File: config.mk
export PLATFORM = sky130hd
export DESIGN_NAME = hwd_controller
export DESIGN_NICKNAME = d
export VERILOG_FILES = /design/src/rtl/hwd_pkg.sv /design/src/rtl/hwd_controller.sv
export SDC_FILE = /design/constraint.sdc
export NUM_CORES = 1
export LEC_CHECK = 0
export BUFFER_PORTS_ARGS = -buffer_cell sky130_fd_sc_hd__buf_4
export CELL_PAD_IN_SITES_DETAIL_PLACEMENT = 0
export CELL_PAD_IN_SITES_GLOBAL_PLACEMENT = 1
export CORE_MARGIN = 4
export CORE_UTILIZATION = 29
export DETAILED_ROUTE_END_ITERATION = 8
export PLACE_DENSITY = 0.71
export SYNTH_ARGS = -nofsm -noshare
export SYNTH_HDL_FRONTEND = slang
export SYNTH_SLANG_ARGS = --single-unit
File: constraint.sdc
create_clock -name clk -period 1.7 [get_ports clk]
set_clock_uncertainty 0.2 [all_clocks]
set_input_delay 0.085 -clock clk [delete_from_list [all_inputs] [get_ports clk]]
set_output_delay 0.085 -clock clk [all_outputs]
set_load 0.01 [all_outputs]
File: src/rtl/hwd_pkg.sv
`timescale 1ns / 1ps

package hwd_pkg;

    // Defaults for the top-level parameters.
    localparam int TABLE_SLOTS_DEF = 4096;
    localparam int MAX_WORDS_DEF   = 2048;
    localparam int WORD_BYTES_DEF  = 15;

    // Fixed field widths.
    localparam int HEAD_W   = 64;
    localparam int TAIL_W   = 56;
    localparam int WORD_W   = HEAD_W + TAIL_W;
    localparam int LEN_W    = 4;
    localparam int STATUS_W = 2;
    localparam int INDEX_W  = 11;
    localparam int HASH_W   = 32;
    localparam int BYTE_W   = 8;
    localparam int MAX_BYTES = WORD_W / BYTE_W;

    localparam logic [HASH_W-1:0] HASH_MUL = 32'd31;

    localparam logic OP_INSERT = 1'b0;
    localparam logic OP_LOOKUP = 1'b1;

    typedef enum logic [STATUS_W-1:0] {
        ST_SUCCESS   = 2'd0,
        ST_NOT_FOUND = 2'd1,
        ST_FULL      = 2'd2
    } status_t;

    typedef enum logic [1:0] {
        RES_INSERTED  = 2'd0,
        RES_FOUND     = 2'd1,
        RES_NOT_FOUND = 2'd2,
        RES_FULL      = 2'd3
    } res_code_t;

    typedef struct packed {
        logic      load_item;
        logic      hash_step;
        logic      finish_hash;
        logic      clear_step;
        logic      advance;
        logic      insert;
        logic      res_set;
        res_code_t res_code;
        logic      load_out;
    } hwd_cmd_t;

    typedef struct packed {
        logic hash_done;
        logic lookup;
        logic full;
        logic used;
        logic match;
        logic probe_last;
        logic clear_last;
    } hwd_stat_t;

endpackage

File: src/rtl/hwd_controller.sv
`timescale 1ns / 1ps

module hwd_controller (
    input  logic                clk,
    input  logic                rst_n,
    input  logic                in_valid,
    output logic                in_ready,
    output logic                out_valid,
    input  logic                out_ready,
    input  hwd_pkg::hwd_stat_t  stat,
    output hwd_pkg::hwd_cmd_t   cmd
);

    typedef enum logic [6:0] {
        S_CLEAR  = 7'b0000001,
        S_IDLE   = 7'b0000010,
        S_HASH   = 7'b0000100,
        S_READ   = 7'b0001000,
        S_CHECK  = 7'b0010000,
        S_CMP    = 7'b0100000,
        S_RESULT = 7'b1000000
    } state_t;

    state_t state_reg, state_next;
    logic   out_valid_reg, out_valid_next;

    assign in_ready  = (state_reg == S_IDLE);
    assign out_valid = out_valid_reg;

    always_comb
    begin
        state_next     = state_reg;
        out_valid_next = out_valid_reg && !out_ready;
        cmd            = '0;
        cmd.res_code   = hwd_pkg::RES_NOT_FOUND;

        unique case (state_reg)
            S_CLEAR:
            begin
                cmd.clear_step = 1'b1;
                if (stat.clear_last)
                begin
                    state_next = S_IDLE;
                end
            end
            S_IDLE:
            begin
                if (in_valid)
                begin
                    cmd.load_item = 1'b1;
                    state_next    = S_HASH;
                end
            end
            S_HASH:
            begin
                if (!stat.hash_done)
                begin
                    cmd.hash_step = 1'b1;
                end
                else
                begin
                    cmd.finish_hash = 1'b1;
                    if (!stat.lookup && stat.full)
                    begin
                        cmd.res_set  = 1'b1;
                        cmd.res_code = hwd_pkg::RES_FULL;
                        state_next   = S_RESULT;
                    end
                    else
                    begin
                        state_next = S_READ;
                    end
                end
            end
            S_READ:
            begin
                state_next = S_CHECK;
            end
            S_CHECK:
            begin
                priority if (!stat.used)
                begin
                    cmd.res_set = 1'b1;
                    if (stat.lookup)
                    begin
                        cmd.res_code = hwd_pkg::RES_NOT_FOUND;
                    end
                    else
                    begin
                        cmd.insert   = 1'b1;
                        cmd.res_code = hwd_pkg::RES_INSERTED;
                    end
                    state_next = S_RESULT;
                end
                else if (stat.lookup)
                begin
                    state_next = S_CMP;
                end
                else if (stat.probe_last)
                begin
                    cmd.res_set  = 1'b1;
                    cmd.res_code = hwd_pkg::RES_FULL;
                    state_next   = S_RESULT;
                end
                else
                begin
                    cmd.advance = 1'b1;
                    state_next  = S_READ;
                end
            end
            S_CMP:
            begin
                priority if (stat.match)
                begin
                    cmd.res_set  = 1'b1;
                    cmd.res_code = hwd_pkg::RES_FOUND;
                    state_next   = S_RESULT;
                end
                else if (stat.probe_last)
                begin
                    cmd.res_set  = 1'b1;
                    cmd.res_code = hwd_pkg::RES_NOT_FOUND;
                    state_next   = S_RESULT;
                end
                else
                begin
                    cmd.advance = 1'b1;
                    state_next  = S_READ;
                end
            end
            S_RESULT:
            begin
                // Wait here only while the previous result is still unclaimed.
                if (!out_valid_reg || out_ready)
                begin
                    cmd.load_out   = 1'b1;
                    out_valid_next = 1'b1;
                    state_next     = S_IDLE;
                end
            end
            default:
            begin
                state_next = S_IDLE;
            end
        endcase
    end

    always_ff @(posedge clk or negedge rst_n)
    begin
        if (!rst_n)
        begin
            state_reg     <= S_CLEAR;
            out_valid_reg <= 1'b0;
        end
        else
        begin
            state_reg     <= state_next;
            out_valid_reg <= out_valid_next;
        end
    end

endmodule

==> results.py, run 1 <==
metrics = {
    "status": {
        "status": "complete, but fails checks",
        "violations": "setup timing",
    },
    "sta": {
        "finalCriticalPeriod_ns": 2.09,
        "max_slew_margin": 0.761,
        "fmax_ghz": 0.479,
        "whs_ns": 0.100,
        "setup_viol": 15,
        "maxSlewViolCount": 0,
        "final-hold-violation-count": 0,
        "tightestPinTransition_ns": 0.358,
        "min_period_over_period": 1.23,
        "setup_ws_ns": -0.387,
        "rsz0062_at_grt": "yes",
    },
    "routing": {
        "vias_per_cell": 5.01,
        "drtIter0Drc": 10,
        "first_pass_iters": 4,
        "wire_per_inst_um": 15.1,
        "finalWirelength_mm": 2.31,
        "drc": 0,
        "detail-route-antenna-nets": 0,
        "vias": 766,
    },
    "finish": {
        "final_common_cell": "buf_4",
        "final_core_util": 0.622,
        "layout_common_cells": "buf_4 (36), nor2_1 (9), dlygate4sd3_1 (9)",
        "syn_to_final_growth_pct": 105,
        "final_area_mm2": 0.00121,
        "layout-drive-gt1-share": 0.540,
        "largest_reg_flops": 7,
        "final_nets": 138,
        "antennaDiodeCount": 0,
    },
    "synthesis": {
        "ys_types": 31,
        "syn_area_per_cell_um2": 8.18,
        "ys.warnings.count": 0,
        "synthCells": 72,
        "ys_seq_elements": 8,
        "synth_area_um2": 589,
        "syn_nets": 83,
        "ys_seq_area_frac": 0.342,
    },
    "global_route": {
        "antenna_found_initial": 0,
        "gr-total-overflow": 0,
        "grt_pass1_wl_mm": 3.31,
        "track_usage": 0.164,
        "grt_max_degree": 9,
        "grt_pass1_vias": 795,
    },
    "worst_setup_path": {
        "path_cells": "or4_4, nor4b_4, and2_4, buf_6",
        "worstSetupEndpointType": "output pin",
        "max_stage_delay_ns": 0.58,
        "crit_type": "flop to output pin",
        "crit_required_ns": 1.41,
        "critPathArrivalTime_ns": 1.80,
        "rrSetupSlack_ns": -0.16,
        "crit_fanout": 3,
        "slowest_stage": "or4_4",
        "cp-start-kind": "flop",
    },
    "clock_network": {
        "clkSlewWorstSetupHoldPaths_ns": 0.07,
        "cts_sinks": 8,
        "cts_tree": "done",
        "numCtsBuffers": 3,
        "root_buffer": "clkbuf_4",
        "htree_levels": 1,
        "insertion_delay_ns": 0.26,
        "clk_path_buf_depth": 2,
    },
    "power": {
        "power_switching_mw": 0.518,
        "power_frac_seq": 0.201,
        "power_mw": 1.29,
        "p_comb_frac": 0.667,
        "p_per_area_mw_per_mm2": 1070,
        "clkPwrFrac": 0.133,
        "ir_drop_uv": 815,
        "power.internal_mw": 0.776,
        "total_leakage_power_nw": 0.575,
        "sw_frac_of_total": 0.400,
    },
    "placement": {
        "dpl.hpwl_mm": 1.39,
        "place_congestion": 0.872,
        "io_buffers": 22,
        "placed_cell_area_um2": 860,
        "place_ws_ns": -0.0839,
    },
    "die": {
        "die-area_mm2": 0.00282,
        "chipWidth_um": 53.1,
        "ios": 23,
        "core_mm2": 0.00194,
        "initial_core_util": 0.303,
        "fp.dieH_um": 53.1,
        "rows": 16,
    },
    "hold_path": {
        "hold_class": "input pin to asynchronous set/reset pin",
    },
    "flow_run": {
        "maxCapViolCount": 0,
    },
}
[power groups by stage]
| stage | registers (mW) | clock network [mW] | logic, mW |
|---|---|---|---|
| global route | 0.264 | 0.192 | 0.921 |
| finish | 0.260 | 0.171 | 0.863 |
| floorplan | 0.248 | 0 | 0.308 |
| CTS | 0.256 | 0.170 | 0.730 |
| global placement | 0.251 | 0 | 0.571 |
| detailed placement | 0.252 | 0 | 0.581 |
[timing repair]
item | in CTS | in global routing
endpoints found under the hold margin | 15 | 0
hold buffers | 9 | 0
setup buffers | 7 | 4
setup endpoints to repair | 13 | 16
pin swaps | 12 | 8
gates resized for setup | 18 | 17
[worst max-delay path: cells and delay by family, from the launching register on]
kind / cells / cell delay (ns)
and+or+nand+nor: 3 / 1.07
buffers and inverters: 1 / 0.09
DFF: 1 / 0.38
[worst paths after layout]
| check | depth (start not counted) | startpoint | end |
|---|---|---|---|
| worst max-delay path | 4 | state_reg[2] | cmd[9] |
| worst min-delay path | 2 | rst_n | state_reg[0] |
| worst max register to register | 5 | state_reg[2] | state_reg[1] |
| worst min register to register | 2 | out_valid | out_valid |
| max in group asynchronous | 3 | rst_n | state_reg[3] |
| min in group clk | 4 | stat[3] | state_reg[6] |
[stage by stage]
| step | setup TNS [ns] | std cells |
|---|---|---|
| after floorplan | -0.396 | 72 |
| after global placement | -0.0984 | 130 |
| after detailed placement | -0.232 | 130 |
| after CTS | -2.50 | 150 |
| after global routing | -3.82 | 153 |
| final | -2.66 | 153 |
[synth_stat cells (all sizes together)]
| cell | n | area share |
|---|---|---|
| a211oi | 1 | 0.013 |
| a21oi | 3 | 0.025 |
| a2bb2oi | 1 | 0.015 |
| a31oi | 2 | 0.021 |
| and2 | 2 | 0.025 |
| and4 | 1 | 0.015 |
| and4b | 1 | 0.017 |
| buf | 1 | 0.019 |
| clkbuf | 2 | 0.013 |
| dfrtp | 7 | 0.30 |
| dfstp | 1 | 0.045 |
| inv | 2 | 0.013 |
| nand2 | 6 | 0.038 |
| nand2b | 4 | 0.042 |
| nand4 | 2 | 0.021 |
| nor2 | 10 | 0.064 |
| nor2b | 3 | 0.032 |
| nor3 | 6 | 0.051 |
| nor3b | 2 | 0.025 |
| nor4 | 1 | 0.011 |
| nor4b | 1 | 0.040 |
| o211ai | 1 | 0.013 |
| o21ai | 4 | 0.034 |
| o21bai | 2 | 0.025 |
| o22a | 1 | 0.015 |
| o31ai | 1 | 0.013 |
| or2 | 1 | 0.011 |
| or2b | 1 | 0.013 |
| or4 | 1 | 0.019 |
| xor2 | 1 | 0.015 |
[cell type report]
type	instances	area (µm²)
repair buffers	53	450
clock buffers	4	26.3
flip-flops and latches	8	201
inverters	2	7.51
multi-input cells	59	489
well taps	27	33.8
fillers	169	733
[logic make-up after synthesis]
group | Yosys count | share of synthesized area
AND/OR/NAND/NOR | 42 | 0.425
AO/OA/AOI/OAI | 16 | 0.174
flip-flops | 8 | 0.342
buffers and inverters | 5 | 0.0446
XOR/XNOR | 1 | 0.0149
[per-layer routing]
layer / track usage / routed length [µm] / up-vias
met5: 0 / 0 / -
met4: 0.0809 / 57 / 0
met3: 0.0282 / 89 / 8
met2: 0.293 / 1260 / 21
met1: 0.185 / 906 / 369
li1: - / - / 368
Note: power is estimated with default switching activity, not from simulation.
==> run 2: changes to the inputs <==
REMOVE_ABC_BUFFERS = 1   (was unset)
==> results.py, run 2 (same netlist as run 1, synthesis figures left out) <==
metrics = {
    "status": {
        "status": "complete, but fails checks",
        "violations": "setup timing",
    },
    "sta": {
        "tightestPinTransition_ns": 0.339,
        "min_period_over_period": 1.22,
        "final-hold-violation-count": 0,
        "rsz0062_at_grt": "yes",
        "setup_viol": 15,
        "setup_ws_ns": -0.381,
        "maxSlewViolCount": 0,
        "max_slew_margin": 0.773,
        "finalCriticalPeriod_ns": 2.08,
        "fmax_ghz": 0.481,
    },
    "global_route": {
        "grt_max_degree": 9,
        "gr-total-overflow": 0,
        "grt_pass1_vias": 755,
        "grt_pass1_wl_mm": 3.15,
        "track_usage": 0.156,
        "antenna_found_initial": 0,
    },
    "finish": {
        "syn_to_final_growth_pct": 102,
        "layout_common_cells": "buf_4 (35), dlygate4sd3_1 (10), buf_6 (10)",
        "final_area_mm2": 0.00119,
        "fill_cells": 166,
        "layout-drive-gt1-share": 0.547,
        "regArea_um2": 203,
        "final_nets": 140,
        "antennaDiodeCount": 0,
        "final_common_cell": "buf_4",
        "largest_reg_flops": 7,
        "final_core_util": 0.614,
        "multi_input_area_um2": 447,
    },
    "clock_network": {
        "numCtsBuffers": 3,
        "cts_sinks": 8,
        "cts_tree": "done",
        "insertion_delay_ns": 0.26,
        "root_buffer": "clkbuf_4",
        "clkSlewWorstSetupHoldPaths_ns": 0.06,
        "clk_path_buf_depth": 2,
        "htree_levels": 1,
    },
    "flow_run": {
        "maxCapViolCount": 0,
    },
    "worst_setup_path": {
        "worstSetupEndpointType": "output pin",
        "critical-path-top-delay-family": "simple AND/OR/NAND/NOR gates",
        "cp-start-kind": "flop",
        "crit_required_ns": 1.41,
        "crit_type": "flop to output pin",
        "critPathArrivalTime_ns": 1.80,
        "path_buf_inv": 2,
        "max_stage_delay_ns": 0.57,
        "slowest_stage": "or4_4",
        "path_cells": "or4_4, buf_6, nor2_4, nand2_2, nor2_1, buf_4",
        "crit_fanout": 4,
    },
    "die": {
        "core_mm2": 0.00194,
        "fp.dieH_um": 53.1,
        "chipWidth_um": 53.1,
        "rows": 16,
        "ios": 23,
        "initial_core_util": 0.303,
        "die-area_mm2": 0.00282,
    },
    "routing": {
        "detail-route-antenna-nets": 0,
        "drtIter0Drc": 16,
        "drc": 0,
        "vias_per_cell": 4.92,
        "first_pass_iters": 4,
        "vias": 763,
        "wire_per_inst_um": 13.5,
        "finalWirelength_mm": 2.10,
    },
    "power": {
        "power_frac_seq": 0.210,
        "ir_drop_uv": 543,
        "power.internal_mw": 0.814,
        "p_per_area_mw_per_mm2": 1080,
        "sw_frac_of_total": 0.367,
        "p_comb_frac": 0.658,
        "power_switching_mw": 0.472,
        "total_leakage_power_nw": 0.576,
        "clkPwrFrac": 0.133,
    },
    "placement": {
        "dpl.hpwl_mm": 1.29,
        "place_congestion": 0.772,
        "placed_cell_area_um2": 830,
        "io_buffers": 22,
    },
    "hold_path": {
        "hold_class": "input pin to asynchronous set/reset pin",
    },
}
==> run 2: layer usage <==
metal | global-route usage | vias to the layer above | wire length (µm)
met1 | 0.182 | 354 | 893
li1 | - | 369 | -
met2 | 0.252 | 34 | 1030
met5 | 0 | - | 0
met3 | 0.0282 | 6 | 116
met4 | 0.115 | 0 | 63
==> run 2: power by group through the flow <==
stage	logic (mW)	clock network (mW)	registers (mW)
6_report	0.846	0.171	0.270
2_1_floorplan	0.278	0	0.271
3_3_place_gp	0.518	0	0.262
5_1_grt	0.903	0.184	0.273
3_5_place_dp	0.520	0	0.262
4_1_cts	0.700	0.175	0.267
==> run 2: worst paths after layout <==
kind                              start            to  slack [ns]  cells after the start
setup reg to reg           state_reg[3]  state_reg[2]       -0.25                      6
max in group asynchronous         rst_n  state_reg[1]        0.43                      3
min in group clk                stat[3]  state_reg[6]        0.10                      4
hold / removal                    rst_n  state_reg[0]         0.1                      2
setup / recovery           state_reg[3]        cmd[0]       -0.38                      6
hold reg to reg               out_valid     out_valid        0.33                      2
==> run 2: per-stage QoR <==
step / TNS (ns) / hold WS [ns] / power (mW) / worst slack [ns] / std cells
after floorplan: -0.503 / -0.411 / 0.549 / -0.207 / 69
after global placement: -0.241 / -0.288 / 0.780 / -0.0678 / 126
after detailed placement: -0.360 / -0.287 / 0.783 / -0.101 / 126
after CTS: -2.71 / 0.0854 / 1.14 / -0.382 / 149
after global routing: -4.53 / 0.105 / 1.36 / -0.424 / 155
final: -3.62 / 0.0960 / 1.29 / -0.381 / 155
==> run 2: what timing repair did <==
item / in CTS / in global routing
gates resized for setup: 16 / 17
hold buffers: 10 / 0
buffers inserted: 9 / 6
hold endpoints to repair: 14 / 0
endpoints found under the setup margin: 14 / 17
pin swaps: 8 / 11
==> run 2: final cells by class <==
type,instances,area share
Clock buffer,4,0.0220
Multi-Input combinational cell,59,0.375
Inverter,2,0.00630
Tap cell,27,0.0283
Timing Repair Buffer,55,0.399
Sequential cell,8,0.170
==> run 3: changes to the inputs <==
CORE_UTILIZATION = 31   (was 29)
CTS_BUF_LIST = sky130_fd_sc_hd__clkbuf_8   (was unset)
PLACE_DENSITY = unset   (was 0.71)
PLACE_DENSITY_LB_ADDON = 0.3   (was unset)
==> results.py, run 3 (same netlist as run 1, synthesis figures left out) <==
metrics = {
    "finish": {
        "layout_common_cells": "buf_4 (39), dlygate4sd3_1 (10), buf_6 (9)",
        "layout.cells.non_filler": 156,
        "syn_to_final_growth_pct": 107,
        "final_nets": 143,
        "fill_cells": 142,
        "final_common_cell": "buf_4",
        "antennaDiodeCount": 0,
        "final_core_util": 0.693,
        "multi_input_area_um2": 443,
        "layout-drive-gt1-share": 0.542,
        "regArea_um2": 201,
        "largest_reg_flops": 7,
    },
    "die": {
        "core_mm2": 0.00176,
        "ios": 23,
        "rows": 15,
        "die-area_mm2": 0.00266,
        "fp.dieH_um": 51.6,
        "initial_core_util": 0.334,
        "chipWidth_um": 51.6,
    },
    "routing": {
        "detail-route-antenna-nets": 0,
        "first_pass_iters": 4,
        "finalWirelength_mm": 2.25,
        "drtIter0Drc": 16,
        "wire_per_inst_um": 14.4,
        "vias_per_cell": 4.92,
        "vias": 767,
        "drc": 0,
    },
    "global_route": {
        "grt_pass1_vias": 754,
        "gr-total-overflow": 0,
        "grt_pass1_wl_mm": 3.49,
        "antenna_found_initial": 0,
        "track_usage": 0.178,
        "grt_max_degree": 9,
    },
    "sta": {
        "tightestPinTransition_ns": 0.279,
        "rsz0062_at_grt": "yes",
        "final-hold-violation-count": 0,
        "maxSlewViolCount": 0,
        "setup_viol": 16,
        "finalCriticalPeriod_ns": 2.10,
        "fmax_ghz": 0.477,
        "min_period_over_period": 1.23,
        "max_slew_margin": 0.813,
        "setup_ws_ns": -0.398,
    },
    "worst_setup_path": {
        "reg2reg_to": "state_reg[2]",
        "crit_type": "flop to output pin",
        "crit_required_ns": 1.41,
        "path_buf_inv": 1,
        "endpoint": "cmd[9]",
        "path_cells": "or4_4, nor4b_4, and2_4, buf_6",
        "slowest_stage": "or4_4",
        "max_stage_delay_ns": 0.56,
        "critPathArrivalTime_ns": 1.81,
        "r2r_cells": 5,
        "r2r_start": "state_reg[2]",
        "cp-startpoint": "state_reg[2]",
        "worstSetupEndpointType": "output pin",
        "rrSetupSlack_ns": -0.22,
        "cp-start-kind": "flop",
        "crit_fanout": 3,
        "worst-path-stages": 4,
        "critical-path-top-delay-family": "simple AND/OR/NAND/NOR gates",
    },
    "status": {
        "status": "complete, but fails checks",
        "violations": "setup timing",
    },
    "hold_path": {
        "holdCritStartpoint": "stat[5]",
        "hold_class": "input pin to flop",
    },
    "clock_network": {
        "clkSlewWorstSetupHoldPaths_ns": 0.05,
        "insertion_delay_ns": 0.24,
        "numCtsBuffers": 3,
        "cts_tree": "done",
        "root_buffer": "clkbuf_8",
        "clk_path_buf_depth": 2,
        "htree_levels": 1,
        "cts_sinks": 8,
    },
    "power": {
        "ir_drop_uv": 538,
        "total_leakage_power_nw": 0.606,
        "p_per_area_mw_per_mm2": 1100,
        "power_mw": 1.34,
    },
    "placement": {
        "place_congestion": 0.810,
        "dpl.hpwl_mm": 1.26,
        "io_buffers": 22,
        "dpl.cell_count": 127,
    },
    "flow_run": {
        "maxCapViolCount": 0,
    },
}
[run 3: per-stage QoR]
| stage | cell area (µm²) | setup slack [ns] | hold WS (ns) | setup TNS, ns |
|---|---|---|---|---|
| floorplan | 571 | -0.207 | -0.411 | -0.503 |
| global placement | 850 | -0.0796 | -0.290 | -0.330 |
| detailed placement | 850 | -0.107 | -0.289 | -0.426 |
| CTS | 1110 | -0.362 | 0.0921 | -2.88 |
| global route | 1220 | -0.439 | 0.152 | -4.72 |
| finish | 1220 | -0.398 | 0.105 | -3.70 |
[run 3: area by class of cell]
class                   instances  area share
clock buffers                   3      0.0338
clock inverters                 1     0.00307
inverters                       2     0.00614
multi-input cells              59       0.362
flip-flops and latches          8       0.165
well taps                      25      0.0256
repair buffers                 58       0.404
[run 3: where the power goes]
| part | total [mW] | switching (mW) | internal (mW) | leakage, nW |
|---|---|---|---|---|
| Combinational | 0.826 | 0.360 | 0.466 | 0.475 |
| Sequential | 0.263 | 0.0374 | 0.225 | 0.104 |
| Clock | 0.251 | 0.0933 | 0.158 | 0.0269 |
[run 3: worst min-delay path by stage]
stage | to | slack [ns] | cells past startpoint
after floorplan | out_valid | -0.41 | 0
after global placement | state_reg[1] | -0.29 | 1
after detailed placement | state_reg[1] | -0.29 | 1
after CTS | state_reg[3] | 0.09 | 4
after global routing | state_reg[3] | 0.15 | 4
final | state_reg[3] | 0.10 | 4
[run 3: per-layer routing]
metal | part of all wire | routed length, µm | GRT usage
met4 | 0.012 | 27 | 0.0655
met5 | 0 | 0 | 0
met2 | 0.52 | 1160 | 0.271
met1 | 0.44 | 989 | 0.235
met3 | 0.032 | 72 | 0.0544
[run 3: tightest hold or removal path, cell delays in order]
cell	delay, ns
buf_4	0.13
inv_1	0.07
a21oi_2	0.11
o22a_1	0.12
[run 3: repair_timing]
| action | CTS | global route |
|---|---|---|
| pin swaps | 11 | 10 |
| hold endpoints to repair | 15 | 0 |
| hold buffers | 10 | 0 |
| gates resized for setup | 14 | 15 |
| setup endpoints to repair | 14 | 17 |
| buffers inserted | 8 | 7 |
